**src/hdl/wes_pkg.sv**
```systemverilog
// wes_pkg: shared widths, register indexes, cell gain codes and reset values
// for the wave equation stencil step block
// no dependencies
package wes_pkg;

  localparam int VAL_W   = 32;  // signed Q16.16 sample
  localparam int LAP_W   = 36;  // exact five-point laplacian
  localparam int COEF_W  = 16;  // unsigned Q0.16 gain
  localparam int COORD_W = 10;  // row / col on the result
  localparam int GRID_W  = 11;  // grid_size register
  localparam int CFG_W   = 16;  // widest register
  localparam int IDX_W   = 2;   // register index
  localparam int IN_W    = 64;  // input tdata
  localparam int OUT_W   = 56;  // output tdata, padded to bytes

  localparam logic [IDX_W-1:0] REG_GRID_SIZE  = 2'd0;
  localparam logic [IDX_W-1:0] REG_COEF       = 2'd1;
  localparam logic [IDX_W-1:0] REG_COEF_FIRST = 2'd2;
  localparam logic [IDX_W-1:0] REG_FIRST_STEP = 2'd3;

  localparam logic [GRID_W-1:0] GRID_SIZE_RST  = 11'd1024;
  localparam logic [COEF_W-1:0] COEF_RST       = 16'd16384;
  localparam logic [COEF_W-1:0] COEF_FIRST_RST = 16'd8192;

  // contribution of one window tap to the laplacian
  typedef logic [1:0] gain_t;
  localparam gain_t GAIN_ADD  = 2'd0;
  localparam gain_t GAIN_SUB4 = 2'd1;

  typedef struct packed {
    logic               last;
    logic [COORD_W-1:0] col;
    logic [COORD_W-1:0] row;
  } coord_t;

endpackage

```
**src/hdl/wes_win_cell.sv**
```systemverilog
// wes_win_cell: one tap of the stencil window; shifts in from its neighbor
// and adds its weighted value to the running laplacian; uses wes_pkg
module wes_win_cell (
  input  logic                              clk,
  input  logic                              shift,
  input  wes_pkg::gain_t                    gain,
  input  logic signed [wes_pkg::VAL_W-1:0]  d,
  input  logic signed [wes_pkg::LAP_W-1:0]  psum_in,
  output logic signed [wes_pkg::VAL_W-1:0]  q,
  output logic signed [wes_pkg::LAP_W-1:0]  psum_out
);

  localparam int LAP_W = wes_pkg::LAP_W;

  logic signed [LAP_W-1:0] q_ext;

  always_ff @(posedge clk) begin
    if (shift) begin
      q <= d;
    end
  end

  assign q_ext = LAP_W'(q);

  always_comb begin
    case (gain)
      wes_pkg::GAIN_ADD:  psum_out = psum_in + q_ext;
      wes_pkg::GAIN_SUB4: psum_out = psum_in - (q_ext <<< 2);
      default:            psum_out = psum_in;
    endcase
  end

endmodule

```
**config.mk**
```make
export PLATFORM = sky130hd
export DESIGN_NAME = wes_win_cell
export DESIGN_NICKNAME = d
export VERILOG_FILES = /design/src/hdl/wes_pkg.sv /design/src/hdl/wes_win_cell.sv
export SDC_FILE = /design/constraint.sdc
export NUM_CORES = 1
export LEC_CHECK = 0
export BUFFER_PORTS_ARGS = -buffer_cell sky130_fd_sc_hd__buf_4
export CAP_MARGIN = 25
export CORE_MARGIN = 2
export CORE_UTILIZATION = 31
export DETAILED_ROUTE_END_ITERATION = 10
export GPL_TIMING_DRIVEN = 0
export MAX_ROUTING_LAYER = met4
export SLEW_MARGIN = 20
export SYNTH_ARGS = -nofsm -noshare
export SYNTH_HDL_FRONTEND = slang
export SYNTH_SLANG_ARGS = --single-unit
```
**constraint.sdc**
```tcl
create_clock -name clk -period 4 [get_ports clk]
set_input_delay 0.2 -clock clk [delete_from_list [all_inputs] [get_ports clk]]
set_output_delay 0.2 -clock clk [all_outputs]
set_load 0.02 [all_outputs]
```
==> out/results.txt <==
Status: complete, no violations
Worst Path Buf+Inv: 2
Tmin final: 3809 ps
Nets: 998
Worst-case clock buffer depth: 2
Post-synth top cells: 84 x a21oi_1, 68 x ha_1, 60 x inv_1, 60 x nand2_1, 52 x nor2_1
Max reg flops: 32
Layout cell share with drive strength beyond 1: 0.2138
Drc violations: 0
Max_cap viols: 0
Synth Instances: 708
Final worst-path cycle share: 0.9523
Synth Cell Area: 5454 um^2
CP top delay family: compound AO/OA/AOI/OAI gates
Worst Hold Class: in2reg
First-pass GRT wire length: 29,740 um
CTS tree: yes
Last weighted congestion value of the routability-driven placer: 0.9691
Initial antenna violation count: 0
Final wirelength: 19,140 um
Peak supply drop: 0.0001590 V
Htree depth: 2
Final hold vios: 0
Crit path kind: reg2out
Critical-path maximum fanout: 5
Antenna Nets Post-Route: 0
Number of global-route vias before repair: 5,592
PwrDens: 303.1 nW/um^2
First DRT Iteration DRCs: 416
Largest Register: q
Seq cells post-synth: 32
Clock Sinks: 32
Slowest-stage cell, CP: a21oi_1
Ys Warns: 0
Max Slew Vio Count: 0
Top cell type's share of synthesized area: 0.1762
Fill count: 1,818
Static Leak: 0.003234 uW
EDFF count, synth: 32
Crit-path cells: inv_1 -> ha_1 -> a21o_1 -> a31oi_1 -> a21oi_1 -> or2_2 -> a21oi_1 -> o21ai_0 -> a31oi_1 -> xor2_1 -> o221ai_1 -> buf_4
Largest net degree at the start of global routing: 33
Rows: 48
Final Setup Violations: 0
Diode count: 0
Synth Area per Inst: 7.703 um^2
Relative slew slack: 0.4363
Core area: 17,240 um^2
Biggest regs: q (32)
DRT Pass-1 Iters: 5
Worst slew pin tran: 845.6 ps
Storage cell area: 960.9 um^2
IO Pins: 140
Unrepaired setup endpoints after global routing: false
Largest stage delay on the critical path: 390 ps
Asr flop ratio synth: 0
Port bufs: 139
Area contributors post-synth: edfxtp_1 18%, ha_1 16%, a21oi_1 7.7%, xor2_1 4.8%, o21ai_0 4.7%
Share of the yosys chip area belonging to registers: 0.1762
Initial Utilization: 0.3164
Die Height: 136.6 um
F_max: 262.5 MHz
Library cells used by synthesis: 67
DIE AREA: 18,670 um^2
Primary FF master, synth: edfxtp_1
WP data arrival: 3610 ps
Setup TNS Final: 0 ps
Clk pin slew, worst setup/hold paths: 60 ps
Critical Path RT: 3800 ps
Total track usage: 0.2144
Root buffer cell: clkbuf_16
Multi-input gate area: 4205 um^2
Die X: 136.6 um
Vias: 5,805
Most frequent cell after synthesis: a21oi_1
Via density: 5.370
Synth Net Count: 850
Total grt overflow: 0
Final Util: 0.4037
Synth-to-layout area growth: 27.60%
Startpoint Class: register
Yosys top cell by area: edfxtp_1
Num CTS Buffers: 5
Routed length per instance: 17.71 um
Worst setup EP type: output port
Dpl hpwl: 15,530 um
-- cells by family (layout without fill, tap and decap cells) --
kind of cell / after synthesis / after routing / share of synthesized area
buffers and inverters: 84 / 232 / 0.05850
xor gates and xnor gates: 58 / 58 / 0.09314
muxes: 17 / 17 / 0.03372
adders and majority gates: 70 / 70 / 0.1633
AOI/OAI and AO/OA: 259 / 259 / 0.3125
DFF: 32 / 32 / 0.1762
and+or+nand+nor: 188 / 188 / 0.1627
-- routing by layer --
layer  vias up  global-route usage  part of all wire
met5         -                   -                 0
met4         0             0.08391             0.031
met3        39             0.03185             0.055
met2       195              0.3197              0.44
met1      2656              0.2909              0.47
li1       2915                   -                 -
-- power by group --
group / internal [uW] / leakage [uW] / switching [uW]
clock network: 227 / 0.0000667 / 163
registers: 401 / 0.000313 / 31.4
logic: 539 / 0.00285 / 748
total: 1170 / 0.00323 / 943
-- final cells by class --
class | count | share of cell area
well taps | 225 | 0.04045
inverters | 60 | 0.03236
clock inverters | 1 | 0.0007192
plain buffers | 24 | 0.01348
flip-flops and latches | 32 | 0.1381
multi-input cells | 592 | 0.6043
clock buffers | 6 | 0.01852
repair buffers | 141 | 0.1521
-- layout by cell type (no fill, tap or decap), types with 4 or more instances in the layout --
master,n
o221ai_1,6
o31ai_1,4
nand4_1,8
and2_1,4
nor3_1,11
ha_1,68
inv_1,60
o21bai_1,5
nor2b_1,8
or2_2,5
buf_4,141
nand3_1,18
o211ai_1,5
a21o_1,31
xnor2_1,28
clkbuf_16,5
a31oi_1,11
nand2_1,60
mux2i_1,6
o21a_1,6
nor2_1,52
a21oi_1,83
edfxtp_1,32
mux2_2,11
a211oi_1,13
xor2_1,30
clkbuf_1,21
o2111ai_1,5
o21ai_0,51
and3_1,9
-- through the flow --
step                hold WS [ps]  instances  power (uW)  setup slack [ps]  cell area [um^2]
floorplan                  298.9        708        1283             712.3              5454
global placement           378.2       1072        1693             223.0              6779
detailed placement         379.4       1072        1694             207.8              6779
CTS                        67.42       1079        2098             41.71              6918
global route               68.08       1081        2263             32.54              6959
finish                     74.21       1081        2110             190.8              6959
-- timing repair --
| item | 4_1_cts | 5_1_grt |
|---|---|---|
| resized for setup | 1 | 4 |
| setup buffers | 0 | 2 |
| setup endpoints to repair | 4 | 8 |
| pin swaps | 0 | 2 |
| hold buffers | 0 | 0 |
-- path summary, 6_finish.rpt --
check | from | endpoint | cells after the start
worst max-delay path | q[4]$_DFFE_PP_ | psum_out[25] | 12
worst min-delay path | d[8] | q[8]$_DFFE_PP_ | 1
Power figures use the tool's default switching activity.
